File: config.mk
export PLATFORM = sky130hd
export DESIGN_NAME = rrf_setup
export DESIGN_NICKNAME = d
export VERILOG_FILES = /design/src/rrf_pkg.sv /design/src/rrf_setup.sv
export SDC_FILE = /design/constraint.sdc
export NUM_CORES = 2
export LEC_CHECK = 0
export BUFFER_PORTS_ARGS = -buffer_cell sky130_fd_sc_hd__buf_2
export CAP_MARGIN = 5
export CORE_MARGIN = 4
export CORE_UTILIZATION = 35
export CTS_CLUSTER_SIZE = 30
export DETAILED_ROUTE_END_ITERATION = 12
export PLACE_DENSITY = 0.6
export SLEW_MARGIN = 20
export SYNTH_ARGS = -nofsm -noshare
export SYNTH_HDL_FRONTEND = slang
export SYNTH_SLANG_ARGS = --single-unit
File: constraint.sdc
create_clock -name i_clk -period 10.3 [get_ports i_clk]
set_input_delay 3.09 -clock i_clk [delete_from_list [all_inputs] [get_ports i_clk]]
set_output_delay 3.09 -clock i_clk [all_outputs]
set_load 0.02 [all_outputs]
File: src/rrf_pkg.sv
// ----------------------------------------------------------------------------
// rrf_pkg: shared types, constants and the sine table
// Request and result payloads, coordinate types and the status structs that
// pass between the rotated rectangle fill modules.
// ----------------------------------------------------------------------------
package rrf_pkg;

    // action codes
    localparam logic ACT_LOAD = 1'b0;
    localparam logic ACT_TICK = 1'b1;

    localparam int COORD_W = 14;
    localparam int PIX_W   = 12;
    localparam int ADDR_W  = 20;

    // signed pixel coordinate of the scan and the bounding box
    typedef logic signed [COORD_W-1:0] t_coord;

    typedef logic signed [15:0] t_q15;

    // one load or tick request
    typedef struct packed {
        logic              action;
        logic signed [15:0] center_x;
        logic signed [15:0] center_y;
        logic [11:0]       rect_width;
        logic [11:0]       rect_height;
        logic [8:0]        angle_degrees;
        logic [7:0]        red_in;
        logic [7:0]        green_in;
        logic [7:0]        blue_in;
        logic [7:0]        alpha_in;
    } t_req;

    // one visited pixel
    typedef struct packed {
        logic              write_enable;
        logic [ADDR_W-1:0] pixel_address;
        logic [7:0]        red_out;
        logic [7:0]        green_out;
        logic [7:0]        blue_out;
        logic [7:0]        alpha_out;
        logic              last_of_scan;
    } t_res;

    typedef struct packed {
        logic [7:0] red;
        logic [7:0] green;
        logic [7:0] blue;
        logic [7:0] alpha;
    } t_color;

    // rectangle held for the whole scan
    typedef struct packed {
        logic signed [15:0] cx;
        logic signed [15:0] cy;
        logic [11:0]        hw;
        logic [11:0]        hh;
        t_q15               sin;
        t_q15               cos;
        t_color             color;
    } t_rect;

    typedef struct packed {
        t_coord min_x;
        t_coord max_x;
        t_coord min_y;
        t_coord max_y;
    } t_box;

    typedef struct packed {
        logic busy;
        logic box_done;
    } t_setup_status;

    typedef struct packed {
        logic   busy;
        logic   last;
        t_coord x;
        t_coord y;
    } t_scan_pos;

    typedef enum logic [1:0] {
        LD_IDLE,
        LD_TABLE,
        LD_MULT,
        LD_BOX
    } t_load_state;

    // first quadrant of round(32768*sin(d)), saturated at one
    localparam t_q15 QUARTER_SINE [91] = '{
        16'sd0, 16'sd572, 16'sd1144, 16'sd1715, 16'sd2286, 16'sd2856, 16'sd3425,
        16'sd3993, 16'sd4560, 16'sd5126, 16'sd5690, 16'sd6252, 16'sd6813,
        16'sd7371, 16'sd7927, 16'sd8481, 16'sd9032, 16'sd9580, 16'sd10126,
        16'sd10668, 16'sd11207, 16'sd11743, 16'sd12275, 16'sd12803, 16'sd13328,
        16'sd13848, 16'sd14365, 16'sd14876, 16'sd15384, 16'sd15886, 16'sd16384,
        16'sd16877, 16'sd17364, 16'sd17847, 16'sd18324, 16'sd18795, 16'sd19261,
        16'sd19720, 16'sd20174, 16'sd20622, 16'sd21063, 16'sd21498, 16'sd21926,
        16'sd22348, 16'sd22763, 16'sd23170, 16'sd23571, 16'sd23965, 16'sd24351,
        16'sd24730, 16'sd25102, 16'sd25466, 16'sd25822, 16'sd26170, 16'sd26510,
        16'sd26842, 16'sd27166, 16'sd27482, 16'sd27789, 16'sd28088, 16'sd28378,
        16'sd28660, 16'sd28932, 16'sd29197, 16'sd29452, 16'sd29698, 16'sd29935,
        16'sd30163, 16'sd30382, 16'sd30592, 16'sd30792, 16'sd30983, 16'sd31164,
        16'sd31336, 16'sd31499, 16'sd31651, 16'sd31795, 16'sd31928, 16'sd32052,
        16'sd32166, 16'sd32270, 16'sd32365, 16'sd32449, 16'sd32524, 16'sd32588,
        16'sd32643, 16'sd32688, 16'sd32723, 16'sd32748, 16'sd32763, 16'sd32767
    };

    // sine of a whole-degree angle in 0..359, folded onto the first quadrant
    function automatic t_q15 sine_q15(input logic [8:0] deg);
        logic [8:0] idx;
        logic       neg;
        t_q15       val;
        if (deg <= 9'd90) begin
            idx = deg;
            neg = 1'b0;
        end else if (deg <= 9'd180) begin
            idx = 9'd180 - deg;
            neg = 1'b0;
        end else if (deg <= 9'd270) begin
            idx = deg - 9'd180;
            neg = 1'b1;
        end else begin
            idx = 9'd360 - deg;
            neg = 1'b1;
        end
        val = QUARTER_SINE[idx[6:0]];
        return neg ? -val : val;
    endfunction

endpackage

File: src/rrf_setup.sv
// ----------------------------------------------------------------------------
// rrf_setup: rectangle setup sequencer
// Latches a load request, looks up sine and cosine, forms the rotated extents
// and hands the floored and ceiled bounding box to the scanner.
// ----------------------------------------------------------------------------
module rrf_setup (
    input  logic                   i_clk,
    input  logic                   i_rst_n,
    input  logic                   i_load,
    input  rrf_pkg::t_req          i_data,
    output rrf_pkg::t_setup_status o_status,
    output rrf_pkg::t_box          o_box,
    output rrf_pkg::t_rect         o_rect
);

    rrf_pkg::t_load_state r_state, n_state;

    logic signed [15:0] r_cx, r_cy;
    logic [11:0]        r_hw, r_hh;
    logic [8:0]         r_ang;
    rrf_pkg::t_color    r_color;
    rrf_pkg::t_q15      r_sin, r_cos;
    logic signed [28:0] r_wc, r_hs, r_ws, r_hc;

    logic [8:0]         ang_mod;
    logic [9:0]         cos_sum;
    logic [8:0]         cos_ang;
    logic signed [30:0] cxs, cys, ext_x, ext_y;
    logic signed [30:0] min_x, max_x, min_y, max_y;

    function automatic logic signed [29:0] abs_prod(input logic signed [28:0] a);
        logic signed [29:0] e;
        e = 30'(a);
        return a[28] ? -e : e;
    endfunction

    // next state
    always_comb begin
        n_state = r_state;
        unique case (r_state)
            rrf_pkg::LD_IDLE:  if (i_load) n_state = rrf_pkg::LD_TABLE;
            rrf_pkg::LD_TABLE: n_state = rrf_pkg::LD_MULT;
            rrf_pkg::LD_MULT:  n_state = rrf_pkg::LD_BOX;
            rrf_pkg::LD_BOX:   n_state = rrf_pkg::LD_IDLE;
            default:           n_state = rrf_pkg::LD_IDLE;
        endcase
    end

    // status outputs
    always_comb begin
        o_status = '0;
        unique case (r_state)
            rrf_pkg::LD_IDLE:  o_status = '0;
            rrf_pkg::LD_TABLE: o_status.busy = 1'b1;
            rrf_pkg::LD_MULT:  o_status.busy = 1'b1;
            rrf_pkg::LD_BOX: begin
                o_status.busy     = 1'b1;
                o_status.box_done = 1'b1;
            end
            default:           o_status = '0;
        endcase
    end

    always_ff @(posedge i_clk) begin
        if (!i_rst_n) begin
            r_state <= rrf_pkg::LD_IDLE;
        end else begin
            r_state <= n_state;
        end
    end

    // angle folded into 0..359, cosine angle a quarter turn on
    assign ang_mod = (i_data.angle_degrees >= 9'd360) ? i_data.angle_degrees - 9'd360
                                                      : i_data.angle_degrees;
    assign cos_sum = {1'b0, r_ang} + 10'd90;
    assign cos_ang = (cos_sum >= 10'd360) ? 9'(cos_sum - 10'd360) : cos_sum[8:0];

    // held rectangle and intermediate products
    always_ff @(posedge i_clk) begin
        if (i_load) begin
            r_cx    <= i_data.center_x;
            r_cy    <= i_data.center_y;
            r_hw    <= i_data.rect_width;
            r_hh    <= i_data.rect_height;
            r_ang   <= ang_mod;
            r_color <= '{red: i_data.red_in, green: i_data.green_in,
                         blue: i_data.blue_in, alpha: i_data.alpha_in};
        end
        if (r_state == rrf_pkg::LD_TABLE) begin
            r_sin <= rrf_pkg::sine_q15(r_ang);
            r_cos <= rrf_pkg::sine_q15(cos_ang);
        end
        if (r_state == rrf_pkg::LD_MULT) begin
            r_wc <= 29'($signed({1'b0, r_hw})) * 29'(r_cos);
            r_hs <= 29'($signed({1'b0, r_hh})) * 29'(r_sin);
            r_ws <= 29'($signed({1'b0, r_hw})) * 29'(r_sin);
            r_hc <= 29'($signed({1'b0, r_hh})) * 29'(r_cos);
        end
    end

    // corner extents in 2^-16 pixel, all four sign pairs give min and max
    assign cxs   = $signed({{3{r_cx[15]}}, r_cx, 12'd0});
    assign cys   = $signed({{3{r_cy[15]}}, r_cy, 12'd0});
    assign ext_x = 31'(abs_prod(r_wc)) + 31'(abs_prod(r_hs));
    assign ext_y = 31'(abs_prod(r_ws)) + 31'(abs_prod(r_hc));
    assign min_x = cxs - ext_x;
    assign max_x = cxs + ext_x;
    assign min_y = cys - ext_y;
    assign max_y = cys + ext_y;

    // floor of the low ends, ceiling of the high ends
    assign o_box.min_x = rrf_pkg::t_coord'(min_x >>> 16);
    assign o_box.min_y = rrf_pkg::t_coord'(min_y >>> 16);
    assign o_box.max_x = rrf_pkg::t_coord'((max_x + 31'sd65535) >>> 16);
    assign o_box.max_y = rrf_pkg::t_coord'((max_y + 31'sd65535) >>> 16);

    assign o_rect = '{cx: r_cx, cy: r_cy, hw: r_hw, hh: r_hh,
                      sin: r_sin, cos: r_cos, color: r_color};

endmodule

---- After elaboration in Yosys (flattened, before gate mapping) ----
Memory sizes are Yosys's and may differ from the RTL's.
Index checks and enable logic that the tools add are counted.
word-level totals
  latch bits .............................. 0
  input bits .............................. 101
  RAM bits ................................ 0
  logic and storage cells ................. 93
  output and inout bits ................... 178
  memories kept ........................... 2
  register bits ........................... 247
  memory bits (read-only) ................. 4,096
memories
  name              depth  bits a word  read ports  clocked after Yosys merged registers in  wr ports  line            text
  (name not given)  128    16           1           0                                        0         rrf_pkg.sv:127  val = QUARTER_SINE[idx[6:0]];
  (name not given)  128    16           1           0                                        0         rrf_pkg.sv:127
operators by class
  div/mod/pow operators ................... 0
  bitwise logic cells ..................... 2
  equal/unequal tests ..................... 4
  muxes and demuxes ....................... 30
  order comparisons ....................... 10
  reductions and logical operators ........ 2
  $add $sub $neg .......................... 23
  shifts and indexed selects .............. 0
  multiply operators ...................... 4
operators with widths
  cell                    count
  $mux 30                 4
  $neg 29->30             4
  $mul 13x16->29          4
  $mux 16                 6
  $add 28x30->30          2
  $add 30x17->30 const B  2
  $add 30x30->30          2
  $sub 28x30->30          2
  $mux 7                  8
  $neg 16->16             2
  $le 9x7->1 const B      2
  $le 9x8->1 const B      2
  $le 9x9->1 const B      2
  $mux 9                  2
  $sub 9x9->9 const B     2
  $ge 8x8->1 const B      2
  $not 7->8               2
  $sub 6x7->7 const A     2
  $sub 7x6->7 const B     2
  $sub 7x7->7 const A     2
  $add 9x7->10 const B    1
  $ge 10x9->1 const B     1
  $ge 9x9->1 const B      1
  $pmux 2 s4              1
  8 further kinds         15

---- Logic depth before layout (Yosys ltp) ----
  word-level depth ........................ 14
  mapped depth ............................ 35
  mapped depth without buffers ............ 35

---- Least setup slack after synthesis ----
Ideal clock, no wire load.
  kind .................................... reg-to-output
  start ................................... register r_hc[28]
  end ..................................... output o_box[13] in the netlist's numbering
  stages on the path, launching flop included .. 31
  path buffers ............................ 2
  arrival time ............................ 6.353 ns
  slack ................................... 0.857 ns
  data required time ...................... 7.210 ns
  cell sequence ........................... edfxtp_1 clkbuf_1 clkbuf_1 o21ai_0 fa_1 a21o_1 a21oi_1 o21bai_1 a21oi_1 o21bai_1 a21oi_1 o21bai_1 a21oi_1 o21ai_0 a21o_1 a211o_1 nand2_1 ha_1 inv_1 ha_1 nand4b_1 nor2_1 o2bb2ai_1 o41ai_1 o21ai_0 o211ai_1 nand3_1 o41a_1 nor4b_1 a211o_1 xor2_1
RTL lines
  item                    line             text
  from (decl)             rrf_setup.sv:23  logic signed [28:0] r_wc, r_hs, r_ws, r_hc;
  from (signal assigned)  rrf_setup.sv:97  r_hc <= 29'($signed({1'b0, r_hh})) * 29'(r_cos);
  to (decl)               rrf_setup.sv:12  output rrf_pkg::t_box o_box,

==> qor.yml <==
outcome: "finished clean"
tightest_slew_ns: 1.02
syn_inst: 5587
fmax_mhz: 99.5
antenna_found_initial: 3
ys_ff_latch: 247
routed_wl_um: 136000
skew_ns: 0.0205
hold_viol_final: 0
grt_pass1_wl_um: 222000
whs_ns: 0.574
antenna_left: 0
grt_max_degree: 67
final_common_cell: "inv_1"
ys_types: 113
path_max_fanout: 5
clk_latency_ns: 0.62
stdcell_count: 7708
postLayoutSetupSlackWorst_ns: 0.247
nFillCells: 14546
cts-root-buf: "clkbuf_16"
cts.sinks: 247
synth_edf_count: 245
route.detailed.drc: 0
clk_pin_slew_ns: 0.05
start_util: 0.353
hp-class: "reg -> reg"
cp_data_required_time_ns: 7.21
firstDrtPassIters: 6
grtUsageTotal: 0.180
grt_remaining_overflow: 0
coreArea_um2: 144000
antenna_cells: 0
synthesis.area_um2: 50800
die_w_um: 389
syn-mean-instance-area_um2: 9.10
crit_arrival_ns: 6.96
numCtsBuffers: 37
routed_via_density: 5.18
nets: 7112
dp.cells: 7616
num_vias: 39902
synth_warnings: 0
synth_flop_cell: "edfxtp_1"
maxSlewHeadroom: 0.314
port_buffers: 277
crit_type: "reg -> out"
cp-start-kind: "register"
pre_cts_slack_ns: 0.266
place.gp.congestion: 0.917
clock_path_buffers: 3
areaGrowthSynthToFinish_pct: 10.4
min_period_ns: 10.05
async_flop_share: 0
cts-htree-levels: 2
ioPinCount: 279
layout_common_cells: "963 x inv_1, 714 x fa_1, 541 x nand2_1, 510 x ha_1, 418 x and2_1"
synth-seq-area-share: 0.146
synth_nets: 6922
die_y_um: 389
setup_viol: 0
row_count: 139
die_area_um2: 151000
drive_above_1_share: 0.105
routedWlPerCell_um: 17.6
grt_pass1_vias: 41548
drt_iter0_drc: 2269
fin_crit_sh: 0.976
end_kind: "primary output"
cts_tree: "built"
maxCapViolCount: 0
slew_violations: 0
dp_hpwl_um: 105000
==> per-layer routing <==
layer	GRT usage	share of wire	up-vias
li1	-	-	18666
met1	0.233	0.43	20028
met2	0.306	0.48	1012
met3	0.0327	0.060	196
met4	0.0572	0.033	0
met5	0	0	-
==> Yosys cell counts, drive strengths merged, types with 7 or more instances <==
cell / number / share of area
a41oi: 10 / 0.0017
mux2i: 18 / 0.0035
o21ai: 180 / 0.018
a211oi: 36 / 0.0054
a31o: 8 / 0.0017
nand3: 83 / 0.0082
or3: 44 / 0.0054
o31a: 7 / 0.0012
o22ai: 9 / 0.0011
o211a: 7 / 0.0014
a311oi: 12 / 0.0022
o21bai: 63 / 0.0093
xnor2: 293 / 0.051
nand2b: 34 / 0.0042
a31oi: 51 / 0.0065
mux4: 11 / 0.0049
nand2: 542 / 0.040
nand4: 9 / 0.0011
o41ai: 19 / 0.0033
inv: 966 / 0.071
fa: 715 / 0.28
nor2b: 17 / 0.0021
ha: 519 / 0.13
nor3: 99 / 0.010
o211ai: 28 / 0.0041
a211o: 15 / 0.0026
o311ai: 14 / 0.0029
a221o: 7 / 0.0014
xor2: 72 / 0.012
or2: 18 / 0.0022
and3: 31 / 0.0039
and2: 419 / 0.052
a221oi: 26 / 0.0052
a21oi: 233 / 0.023
buf: 45 / 0.0054
or4: 20 / 0.0030
clkbuf: 196 / 0.015
o2111ai: 13 / 0.0026
o21a: 32 / 0.0047
o31ai: 57 / 0.0090
a21o: 42 / 0.0062
nor2: 197 / 0.015
edfxtp: 245 / 0.14
nor4: 19 / 0.0029
a21boi: 12 / 0.0018
==> cell families (layout without fill, tap and decap cells) <==
| kind of cell | after synthesis | count (layout) | synth area share |
|---|---|---|---|
| muxes | 33 | 33 | 0.00931 |
| adders and majority gates | 1234 | 1234 | 0.409 |
| AOI/OAI and AO/OA | 931 | 931 | 0.124 |
| xor gates and xnor gates | 366 | 366 | 0.0636 |
| DFF | 247 | 247 | 0.146 |
| and+or+nand+nor | 1566 | 1566 | 0.156 |
| buffers and inverters | 1210 | 1428 | 0.0915 |
==> through the flow <==
stage | setup TNS (ns) | util | cell area [µm²]
3_5_place_dp | 0 | 0.377 | 54300
2_1_floorplan | 0 | - | 50800
6_report | 0 | 0.390 | 56100
3_3_place_gp | 0 | 0.377 | 54300
4_1_cts | 0 | 0.386 | 55600
5_1_grt | -0.155 | 0.390 | 56100
==> what timing repair did <==
| item | CTS | global route |
|---|---|---|
| pin swaps | 5 | 31 |
| gates cloned | 0 | 0 |
| resized for setup | 24 | 78 |
| endpoints found under the hold margin | 0 | 0 |
| buffers inserted | 2 | 23 |
| endpoints found under the setup margin | 7 | 16 |
| hold buffers | 0 | 0 |
==> registers in the layout, indices dropped and copies added (netlist names) <==
signal,flops
o_rect,32
r_cx,16
r_cos,16
r_sin,16
r_wc,29
r_ang,9
r_ws,29
r_hw,12
r_hh,12
r_cy,16
r_hc,29
r_state,2
r_hs,29
==> worst max-delay path: stages (launching register included) <==
cell,delay (ns)
edfxtp_1,0.41
inv_1,0.08
ha_1,0.16
nand2b_1,0.06
or4_1,0.45
or3b_2,0.48
or2_2,0.32
o21ai_1,0.15
xnor2_1,0.16
ha_1,0.32
and3_1,0.21
a31oi_1,0.32
a21oi_1,0.17
a21o_1,0.21
a211oi_1,0.26
nor3_1,0.12
ha_1,0.35
ha_1,0.33
or3_1,0.38
o2111ai_1,0.15
nand3_1,0.19
nand2_2,0.13
o21ai_2,0.10
o41ai_2,0.33
xnor2_1,0.17
xnor2_1,0.15
buf_4,0.17
==> final timing paths <==
| check | from | end | slack, ns | cells past startpoint |
|---|---|---|---|---|
| setup / recovery | r_wc[0] | o_box[41] | 0.25 | 26 |
| hold / removal | r_state[0] | r_state[0] | 0.57 | 1 |
| setup reg to reg | r_ang[1] | r_cos[14] | 2.54 | 21 |
| hold reg to reg | r_state[0] | r_state[0] | 0.57 | 1 |
==> cell type report <==
type	count	area (µm²)	area share
timing repair buffer	392	2260	0.0403
multi-input combinational	4130	39200	0.699
sequential	247	7400	0.132
inverter	969	3640	0.0648
clock inverter	25	243	0.00433
clock buffer	42	966	0.0172
tap	1903	2380	0.0424
Power is not shown: default switching activity piles up to over one toggle a cycle in this logic, so the estimate is an artifact.
