**src/rrf_pkg.sv**
```systemverilog
// ----------------------------------------------------------------------------
// rrf_pkg: shared types, constants and the sine table
// Request and result payloads, coordinate types and the status structs that
// pass between the rotated rectangle fill modules.
// ----------------------------------------------------------------------------
package rrf_pkg;

    // action codes
    localparam logic ACT_LOAD = 1'b0;
    localparam logic ACT_TICK = 1'b1;

    localparam int COORD_W = 14;
    localparam int PIX_W   = 12;
    localparam int ADDR_W  = 20;

    // signed pixel coordinate of the scan and the bounding box
    typedef logic signed [COORD_W-1:0] t_coord;

    typedef logic signed [15:0] t_q15;

    // one load or tick request
    typedef struct packed {
        logic              action;
        logic signed [15:0] center_x;
        logic signed [15:0] center_y;
        logic [11:0]       rect_width;
        logic [11:0]       rect_height;
        logic [8:0]        angle_degrees;
        logic [7:0]        red_in;
        logic [7:0]        green_in;
        logic [7:0]        blue_in;
        logic [7:0]        alpha_in;
    } t_req;

    // one visited pixel
    typedef struct packed {
        logic              write_enable;
        logic [ADDR_W-1:0] pixel_address;
        logic [7:0]        red_out;
        logic [7:0]        green_out;
        logic [7:0]        blue_out;
        logic [7:0]        alpha_out;
        logic              last_of_scan;
    } t_res;

    typedef struct packed {
        logic [7:0] red;
        logic [7:0] green;
        logic [7:0] blue;
        logic [7:0] alpha;
    } t_color;

    // rectangle held for the whole scan
    typedef struct packed {
        logic signed [15:0] cx;
        logic signed [15:0] cy;
        logic [11:0]        hw;
        logic [11:0]        hh;
        t_q15               sin;
        t_q15               cos;
        t_color             color;
    } t_rect;

    typedef struct packed {
        t_coord min_x;
        t_coord max_x;
        t_coord min_y;
        t_coord max_y;
    } t_box;

    typedef struct packed {
        logic busy;
        logic box_done;
    } t_setup_status;

    typedef struct packed {
        logic   busy;
        logic   last;
        t_coord x;
        t_coord y;
    } t_scan_pos;

    typedef enum logic [1:0] {
        LD_IDLE,
        LD_TABLE,
        LD_MULT,
        LD_BOX
    } t_load_state;

    // first quadrant of round(32768*sin(d)), saturated at one
    localparam t_q15 QUARTER_SINE [91] = '{
        16'sd0, 16'sd572, 16'sd1144, 16'sd1715, 16'sd2286, 16'sd2856, 16'sd3425,
        16'sd3993, 16'sd4560, 16'sd5126, 16'sd5690, 16'sd6252, 16'sd6813,
        16'sd7371, 16'sd7927, 16'sd8481, 16'sd9032, 16'sd9580, 16'sd10126,
        16'sd10668, 16'sd11207, 16'sd11743, 16'sd12275, 16'sd12803, 16'sd13328,
        16'sd13848, 16'sd14365, 16'sd14876, 16'sd15384, 16'sd15886, 16'sd16384,
        16'sd16877, 16'sd17364, 16'sd17847, 16'sd18324, 16'sd18795, 16'sd19261,
        16'sd19720, 16'sd20174, 16'sd20622, 16'sd21063, 16'sd21498, 16'sd21926,
        16'sd22348, 16'sd22763, 16'sd23170, 16'sd23571, 16'sd23965, 16'sd24351,
        16'sd24730, 16'sd25102, 16'sd25466, 16'sd25822, 16'sd26170, 16'sd26510,
        16'sd26842, 16'sd27166, 16'sd27482, 16'sd27789, 16'sd28088, 16'sd28378,
        16'sd28660, 16'sd28932, 16'sd29197, 16'sd29452, 16'sd29698, 16'sd29935,
        16'sd30163, 16'sd30382, 16'sd30592, 16'sd30792, 16'sd30983, 16'sd31164,
        16'sd31336, 16'sd31499, 16'sd31651, 16'sd31795, 16'sd31928, 16'sd32052,
        16'sd32166, 16'sd32270, 16'sd32365, 16'sd32449, 16'sd32524, 16'sd32588,
        16'sd32643, 16'sd32688, 16'sd32723, 16'sd32748, 16'sd32763, 16'sd32767
    };

    // sine of a whole-degree angle in 0..359, folded onto the first quadrant
    function automatic t_q15 sine_q15(input logic [8:0] deg);
        logic [8:0] idx;
        logic       neg;
        t_q15       val;
        if (deg <= 9'd90) begin
            idx = deg;
            neg = 1'b0;
        end else if (deg <= 9'd180) begin
            idx = 9'd180 - deg;
            neg = 1'b0;
        end else if (deg <= 9'd270) begin
            idx = deg - 9'd180;
            neg = 1'b1;
        end else begin
            idx = 9'd360 - deg;
            neg = 1'b1;
        end
        val = QUARTER_SINE[idx[6:0]];
        return neg ? -val : val;
    endfunction

endpackage

```
**src/rrf_pixel_pipe.sv**
```systemverilog
// ----------------------------------------------------------------------------
// rrf_pixel_pipe: pixel test pipeline
// Three stages: centre offsets, rotation products and address, then the
// inside test into the result register. Each stage stalls only when full.
// ----------------------------------------------------------------------------
module rrf_pixel_pipe #(
    parameter int SCREEN_W = 1024,
    parameter int SCREEN_H = 1024
) (
    input  logic               i_clk,
    input  logic               i_rst_n,
    input  logic               i_push,
    input  rrf_pkg::t_scan_pos i_pos,
    input  rrf_pkg::t_rect     i_rect,
    output logic               o_take,
    input  logic               i_out_ready,
    output logic               o_out_valid,
    output rrf_pkg::t_res      o_out_data
);

    localparam rrf_pkg::t_coord SCR_W = rrf_pkg::t_coord'(SCREEN_W);
    localparam rrf_pkg::t_coord SCR_H = rrf_pkg::t_coord'(SCREEN_H);
    localparam logic [12:0]     SW    = 13'(SCREEN_W);

    typedef struct packed {
        logic signed [18:0]          x_off;
        logic signed [18:0]          y_off;
        rrf_pkg::t_q15               sin;
        rrf_pkg::t_q15               cos;
        logic [11:0]                 hw;
        logic [11:0]                 hh;
        rrf_pkg::t_color             color;
        logic [rrf_pkg::PIX_W-1:0]   px;
        logic [rrf_pkg::PIX_W-1:0]   py;
        logic                        on_screen;
        logic                        last;
    } t_stage1;

    typedef struct packed {
        logic signed [34:0]          xc;
        logic signed [34:0]          ys;
        logic signed [34:0]          yc;
        logic signed [34:0]          xs;
        logic [11:0]                 hw;
        logic [11:0]                 hh;
        rrf_pkg::t_color             color;
        logic [rrf_pkg::ADDR_W-1:0]  addr;
        logic                        on_screen;
        logic                        last;
    } t_stage2;

    logic          r_v1, r_v2, r_v3;
    t_stage1       r_s1, n_s1;
    t_stage2       r_s2;
    rrf_pkg::t_res r_out, n_out;

    logic take1, take2, take3;

    logic [24:0]        addr_full;
    logic signed [35:0] u, v, lw, lh;
    logic               in_rect;

    // stage moves when the one after it is empty or moving
    assign take3  = !r_v3 || i_out_ready;
    assign take2  = !r_v2 || take3;
    assign take1  = !r_v1 || take2;
    assign o_take = take1;

    always_ff @(posedge i_clk) begin
        if (!i_rst_n) begin
            r_v1 <= 1'b0;
            r_v2 <= 1'b0;
            r_v3 <= 1'b0;
        end else begin
            if (take1) r_v1 <= i_push;
            if (take2) r_v2 <= r_v1;
            if (take3) r_v3 <= r_v2;
        end
    end

    // stage 1: offsets from the centre in Q15.4, screen test
    always_comb begin
        n_s1.x_off     = (19'(i_pos.x) <<< 4) - 19'(i_rect.cx);
        n_s1.y_off     = (19'(i_pos.y) <<< 4) - 19'(i_rect.cy);
        n_s1.sin       = i_rect.sin;
        n_s1.cos       = i_rect.cos;
        n_s1.hw        = i_rect.hw;
        n_s1.hh        = i_rect.hh;
        n_s1.color     = i_rect.color;
        n_s1.px        = i_pos.x[rrf_pkg::PIX_W-1:0];
        n_s1.py        = i_pos.y[rrf_pkg::PIX_W-1:0];
        n_s1.on_screen = !i_pos.x[rrf_pkg::COORD_W-1] && !i_pos.y[rrf_pkg::COORD_W-1] &&
                         (i_pos.x < SCR_W) && (i_pos.y < SCR_H);
        n_s1.last      = i_pos.last;
    end

    // stage 2: rotation products and frame address
    assign addr_full = 25'(r_s1.py) * 25'(SW) + 25'(r_s1.px);

    // stage 3: back-rotated offset against the half sizes
    assign u       = 36'(r_s2.xc) + 36'(r_s2.ys);
    assign v       = 36'(r_s2.yc) - 36'(r_s2.xs);
    assign lw      = $signed(36'({r_s2.hw, 18'd0}));
    assign lh      = $signed(36'({r_s2.hh, 18'd0}));
    assign in_rect = r_s2.on_screen && (u >= -lw) && (u <= lw) && (v >= -lh) && (v <= lh);

    always_comb begin
        n_out              = '0;
        n_out.write_enable = in_rect;
        n_out.last_of_scan = r_s2.last;
        if (in_rect) begin
            n_out.pixel_address = r_s2.addr;
            n_out.red_out       = r_s2.color.red;
            n_out.green_out     = r_s2.color.green;
            n_out.blue_out      = r_s2.color.blue;
            n_out.alpha_out     = r_s2.color.alpha;
        end
    end

    // stage payload registers
    always_ff @(posedge i_clk) begin
        if (take1) r_s1 <= n_s1;
        if (take2) begin
            r_s2.xc        <= 35'(r_s1.x_off) * 35'(r_s1.cos);
            r_s2.ys        <= 35'(r_s1.y_off) * 35'(r_s1.sin);
            r_s2.yc        <= 35'(r_s1.y_off) * 35'(r_s1.cos);
            r_s2.xs        <= 35'(r_s1.x_off) * 35'(r_s1.sin);
            r_s2.hw        <= r_s1.hw;
            r_s2.hh        <= r_s1.hh;
            r_s2.color     <= r_s1.color;
            r_s2.addr      <= addr_full[rrf_pkg::ADDR_W-1:0];
            r_s2.on_screen <= r_s1.on_screen;
            r_s2.last      <= r_s1.last;
        end
        if (take3) r_out <= n_out;
    end

    assign o_out_valid = r_v3;
    assign o_out_data  = r_out;

endmodule

```
**config.mk**
```make
export PLATFORM = sky130hd
export DESIGN_NAME = rrf_pixel_pipe
export DESIGN_NICKNAME = d
export VERILOG_FILES = /design/src/rrf_pkg.sv /design/src/rrf_pixel_pipe.sv
export SDC_FILE = /design/constraint.sdc
export NUM_CORES = 2
export LEC_CHECK = 0
export ABC_AREA = 1
export BUFFER_PORTS_ARGS = -buffer_cell sky130_fd_sc_hd__buf_2
export CELL_PAD_IN_SITES_DETAIL_PLACEMENT = 0
export CELL_PAD_IN_SITES_GLOBAL_PLACEMENT = 1
export CORE_MARGIN = 10
export CORE_UTILIZATION = 46
export CTS_CLUSTER_SIZE = 8
export DETAILED_ROUTE_END_ITERATION = 8
export MAX_ROUTING_LAYER = met4
export PLACE_DENSITY_LB_ADDON = 0.3
export SLEW_MARGIN = 20
export SYNTH_ARGS = -nofsm -noshare
export SYNTH_HDL_FRONTEND = slang
export SYNTH_SLANG_ARGS = --single-unit
export TNS_END_PERCENT = 1
```
**constraint.sdc**
```tcl
create_clock -name i_clk -period 17.9 [get_ports i_clk]
set_clock_uncertainty 0.1 [all_clocks]
set_input_delay 1.79 -clock i_clk [delete_from_list [all_inputs] [get_ports i_clk]]
set_output_delay 1.79 -clock i_clk [all_outputs]
set_load 0.01 [all_outputs]
```
* After elaboration in Yosys (flattened, before gate mapping)
Index checks and enable logic that the tools add are counted.
** Word-level totals
- Word-level logic and storage cells :: 69
- Register bits after elaboration :: 425
** Cells by class
- Multiply operators :: 4
- $add $sub $neg :: 7
- Reduce and logical (&&, ||, !) cells :: 15
- $lt $le $gt $ge :: 6
** Operators by type and width (count)
- multiplier 19 x 16 -> 35 bit :: 4
- greater-or-equal comparator 36 bit :: 2
- less-or-equal comparator 36 x 31 -> 1 bit :: 2
- negation 30 -> 36 bit :: 2
- subtractor 18 x 16 -> 19 bit :: 2
- adder 35 x 35 -> 36 bit :: 1
- subtractor 35 x 35 -> 36 bit :: 1
- less-than comparator 14 x 12 -> 1 bit (second input constant) :: 2
- adder 20 x 12 -> 20 bit :: 1
- logical AND 1 bit :: 7
- logical NOT 1 bit :: 5
- logical OR 1 bit :: 3

* Logic depth before layout (Yosys ltp)
- Word-level depth :: 6
- Gate-level depth with buffers :: 29
- Depth with buffers taken out :: 28

* Worst setup path before layout
Ideal clock, no wire load.
- Kind :: input-to-output
- From :: input i_out_ready
- To :: output o_take
- Stages :: 4
- Arrival :: 6499 ps
- Path slack :: 9511 ps
- Path buffers :: 0
- Required time :: 16010 ps
- Path through :: inv_1 nand2_1 nor2_1 nand2_1
** Between the ends
- Word-level cells in the longest chain between the ends :: 3
** Ends and longest elaborated chain
- start: declaration :: RTL line rrf_pixel_pipe.sv:16 : input logic i_out_ready,
- logical OR 1 bit :: RTL line rrf_pixel_pipe.sv:64 : assign take3 = !r_v3 || i_out_ready;
- net take3 :: RTL line rrf_pixel_pipe.sv:57 : logic take1, take2, take3;
- logical OR 1 bit :: RTL line rrf_pixel_pipe.sv:65 : assign take2 = !r_v2 || take3;
- logical OR 1 bit :: RTL line rrf_pixel_pipe.sv:66 : assign take1 = !r_v1 || take2;
- end: declaration :: RTL line rrf_pixel_pipe.sv:15 : output logic o_take,
The timed path passes the listed nets, and every way through them passes these cells.

* Worst setup path in the final report
- From :: register r_s1[99] (netlist name)
- To :: register r_s2[175] (netlist name) (data pin)
** Between the ends
- Word-level cells in the longest chain between the ends :: 1
** Ends and longest elaborated chain
- start: declaration :: RTL line rrf_pixel_pipe.sv:53 : t_stage1 r_s1, n_s1;
- start signal: assignment :: RTL line rrf_pixel_pipe.sv:122 : if (take1) r_s1 <= n_s1;
- multiplier 19 x 16 -> 35 bit :: RTL line rrf_pixel_pipe.sv:125 : r_s2.ys <= 35'(r_s1.y_off) * 35'(r_s1.sin);
- end: declaration :: RTL line rrf_pixel_pipe.sv:54 : t_stage2 r_s2;
No other way between the ends.
A chain may end at the register's enable or synchronous reset.

==> metrics.txt <==
# TYPE chip_impl_metric gauge
chip_impl_metric{name="netlist.area_leader.share",unit="%"} 35.8
chip_impl_metric{name="cts_made_buffers",unit=""} 66
chip_impl_info{name="start_kind",value="flip-flop"} 1
chip_impl_info{name="tritoncts_clock_tree",value="built"} 1
chip_impl_metric{name="layout_worst_path_cycle_share",unit="%"} 40.7
chip_impl_metric{name="place_hpwl",unit="um"} 142000
chip_impl_metric{name="synth_seq_area_share",unit="%"} 18.7
chip_impl_metric{name="synth_seq_cells",unit=""} 425
chip_impl_metric{name="layout.core_utilization",unit="%"} 49.6
chip_impl_info{name="timing.critical_path.cells",value="buf_4, nand2_1, inv_1, fa_1, fa_1, fa_1, fa_1, fa_1, inv_1, fa_1, inv_1, ha_1, nand2_1, nor4_1, nand3_1, o2111ai_1, xor2_1"} 1
chip_impl_metric{name="pin_count",unit=""} 210
chip_impl_metric{name="slew_viol_final",unit=""} 0
chip_impl_metric{name="die_area",unit="um^2"} 164000
chip_impl_metric{name="detail_route.drc_violations",unit=""} 0
chip_impl_metric{name="met3_wirelength",unit="um"} 11100
chip_impl_metric{name="met2_length",unit="um"} 85800
chip_impl_metric{name="globalRouteOverflowTotal",unit=""} 0
chip_impl_metric{name="cts_hold_repair.buffers",unit=""} 0
chip_impl_info{name="criticalPathCategory",value="flip-flop to flip-flop"} 1
chip_impl_metric{name="vias",unit=""} 50000
chip_impl_metric{name="grt_start_max_net_pins",unit=""} 89
chip_impl_metric{name="routabilityCongestion",unit=""} 0.878
chip_impl_info{name="top_signal_layer_used",value="met4"} 1
chip_impl_metric{name="floorplan.initialDensity",unit="%"} 46.2
chip_impl_metric{name="timing.max_cap.violations",unit=""} 0
chip_impl_metric{name="detailedRoute.firstIterationViolations",unit=""} 3325
chip_impl_metric{name="period_needed",unit="ps"} 7290
chip_impl_metric{name="detail_route.wirelength.met1",unit="um"} 80700
chip_impl_metric{name="worstPathMaxFanout",unit=""} 38
chip_impl_metric{name="postCtsSetupRepairBufs",unit=""} 0
chip_impl_metric{name="number_of_global_route_vias_before_repair",unit=""} 52900
chip_impl_metric{name="final_instance_area",unit="um^2"} 73100
chip_impl_metric{name="max_slew.worst_pin.slew",unit="ps"} 1060
chip_impl_metric{name="dr.pass1.iters",unit=""} 5
chip_impl_metric{name="finalWirelength",unit="um"} 182000
chip_impl_metric{name="track_usage",unit="%"} 23.5
chip_impl_metric{name="die_h",unit="um"} 405
chip_impl_metric{name="detail-route-antenna-nets",unit=""} 0
chip_impl_metric{name="cts_repair_resizes",unit=""} 0
chip_impl_metric{name="wire_length_of_the_first_global_routing_pass",unit="um"} 294000
chip_impl_metric{name="synthCells",unit=""} 7947
chip_impl_metric{name="r2r_cells",unit=""} 17
chip_impl_metric{name="asyncSetResetFlopFracSynth",unit="%"} 0
chip_impl_info{name="worst_r2r_startpoint",value="r_s1[99]"} 1
chip_impl_metric{name="fin_setup_tns",unit="ps"} 0
chip_impl_metric{name="holdPathStages",unit=""} 0
chip_impl_metric{name="cp_num_buf_inv",unit=""} 4
chip_impl_metric{name="cts_max_path_buffers",unit=""} 3
chip_impl_metric{name="post_route_cells_drive_above_1_share",unit="%"} 5.49
chip_impl_metric{name="synth_enable_flop_cells",unit=""} 422
chip_impl_metric{name="htree_depth",unit=""} 3
chip_impl_metric{name="setup_viol",unit=""} 0
chip_impl_info{name="worst_hold_path.endpoint",value="r_s2[22]"} 1
chip_impl_metric{name="clk_latency",unit="ps"} 690
chip_impl_info{name="post_synth_most_frequent_cells",value="inv_1, nand2_1, fa_1"} 1
chip_impl_metric{name="relSlewSlack",unit="%"} 28.8
chip_impl_metric{name="fp-row-count",unit=""} 141
chip_impl_info{name="top_ff_cell_synth",value="edfxtp_1"} 1
chip_impl_info{name="timing.hold.worst.class",value="flip-flop to flip-flop"} 1
chip_impl_metric{name="hold_viol",unit=""} 0
chip_impl_info{name="crit-reg2reg-capture",value="r_s2[175]"} 1
chip_impl_metric{name="cts_sinks",unit=""} 425
chip_impl_metric{name="detailed_place.area",unit="um^2"} 71200
chip_impl_metric{name="die_w",unit="um"} 405
chip_impl_metric{name="route.detailed.wl_per_inst",unit="um"} 18.1
chip_impl_metric{name="syn-num-nets",unit=""} 9836
chip_impl_metric{name="yosysWarningCount",unit=""} 0
chip_impl_metric{name="slack_of_the_worst_reg_to_reg_path",unit="ps"} 10610
chip_impl_info{name="timing.critical_path.mode_cell",value="fa_1"} 1
chip_impl_metric{name="endpoint_arrival_time_on_the_critical_path",unit="ps"} 7560
chip_impl_info{name="cts-root-buf",value="clkbuf_16"} 1
chip_impl_info{name="crit_path_end_kind",value="flip-flop"} 1
chip_impl_metric{name="syn_area_per_cell",unit="um^2"} 8.57
chip_impl_info{name="synthMostInstantiatedCell",value="inv_1"} 1
chip_impl_metric{name="area.growth.synth_to_final",unit="%"} 7.39
chip_impl_info{name="crit_slowest_cell",value="fa_1"} 1
chip_impl_metric{name="nets",unit=""} 9947
chip_impl_info{name="run_status",value="finished clean"} 1
chip_impl_metric{name="cp_data_required_time",unit="ps"} 18170
chip_impl_metric{name="synth.lib_cells_used.distinct",unit=""} 47
chip_impl_metric{name="fmax",unit="GHz"} 0.137
chip_impl_metric{name="post_drt_via_cell_ratio",unit=""} 4.99
chip_impl_info{name="setup_repair_after_global_routing_missed_its_margin",value="no"} 1
chip_impl_metric{name="synth_area",unit="um^2"} 68100
chip_impl_metric{name="total_core_area",unit="um^2"} 147000
chip_impl_info{name="critPathTopFamily",value="adder cells"} 1
chip_impl_info{name="synth.area.top_cells",value="fa_1, edfxtp_1, inv_1"} 1
chip_impl_metric{name="number_of_antenna_violations_at_the_first_check_in_global_routing",unit=""} 17
chip_impl_info{name="post-synth-top-area-cell",value="fa_1"} 1
chip_impl_metric{name="clk_transition_reported_paths",unit="ps"} 50
chip_impl_metric{name="port-buffer-count",unit=""} 208
chip_impl_info{name="hold_path_startpoint",value="r_s1[26]"} 1
chip_impl_metric{name="worst_path_largest_cell_delay",unit="ps"} 1010
-- worst reg2reg max path, cell delays in order, from the launching register on --
cell,delay [ps]
edfxtp_1,330
buf_4,550
nand2_1,270
inv_1,180
fa_1,570
fa_1,1020
fa_1,560
fa_1,500
fa_1,500
inv_1,50
fa_1,520
inv_1,60
ha_1,350
nand2_1,150
nor4_1,490
nand3_1,170
o2111ai_1,120
xor2_1,530
-- per-layer routing --
| layer | up-vias | track usage, % |
|---|---|---|
| li1 | 23400 | - |
| met1 | 25100 | 31.8 |
| met2 | 1307 | 37.8 |
| met3 | 201 | 3.04 |
| met4 | 0 | 5.36 |
| met5 | - | - |
-- through the flow --
stage / hold WS [ps] / setup WS, ps / instances
after floorplan: 300 / 9510 / 7947
after global placement: 300 / 10740 / 9920
after detailed placement: 305 / 10660 / 9920
after CTS: 296 / 10680 / 10000
after global routing: 315 / 10220 / 10000
final: 305 / 10610 / 10000
-- cell type report --
| type | instances | area, um^2 |
|---|---|---|
| Tap cell | 1930 | 2410 |
| Sequential cell | 425 | 12700 |
| Inverter | 2379 | 8940 |
| Fill cell | 14200 | 74400 |
| Timing Repair Buffer | 288 | 1640 |
| Antenna cell | 4 | 10.0 |
| Clock inverter | 14 | 176 |
| Multi-Input combinational cell | 4898 | 45500 |
| Clock buffer | 84 | 1730 |
-- kinds of logic after synthesis --
family                   after synthesis  synth area share, %
buffers and inverters               2624                 14.5
adder cells (fa/ha/maj)             1735                 45.3
AO/OA/AOI/OAI                        482                 3.95
flip-flops                           425                 18.7
AND/OR/NAND/NOR                     2429                 14.3
XOR/XNOR                             252                 3.24
-- state kept, by name (all words and copies together), names as in the netlist --
signal	count
r_s2	193
r_s1	150
o_out_data	54
lh	12
lw	12
n_out	1
o_out_valid	1
r_v1	1
r_v2	1
-- cell usage in the layout (no fill, tap or decap), types with 6 or more instances in the layout --
cell and count:
a21o_1 16, clkbuf_1 17, fa_1 1219, nor3_1 50
clkbuf_16 66, o21a_1 15, buf_4 80, ha_1 516
xnor2_1 93, nand4_1 34, nand3_1 130, inv_1 2376
a21boi_0 14, edfxtp_1 422, nor4_1 8, or2_2 6
xor2_1 159, o21ai_0 115, a21oi_1 257, nor2_2 54
nand2_1 1809, o21bai_1 17, o221ai_1 7, nor2_1 308
nand3b_1 11, a31oi_1 15, buf_2 208, a211oi_1 7
-- how the worst max path moves through the flow --
stage | endpoint | start | depth (start not counted) | slack [ps]
final | r_s2[175] | r_s1[99] | 17 | 10610
after global routing | r_s2[182] | r_s1[99] | 19 | 10220
after CTS | r_s2[175] | r_s1[99] | 17 | 10680
after detailed placement | r_s2[182] | r_s1[99] | 19 | 10660
after global placement | r_s2[175] | r_s1[99] | 17 | 10740
after floorplan | o_take | i_out_ready | 4 | 9510
Power is left out: the tool's default activity adds up to more than one toggle a clock period on the data nets, which glitch-free logic cannot reach.
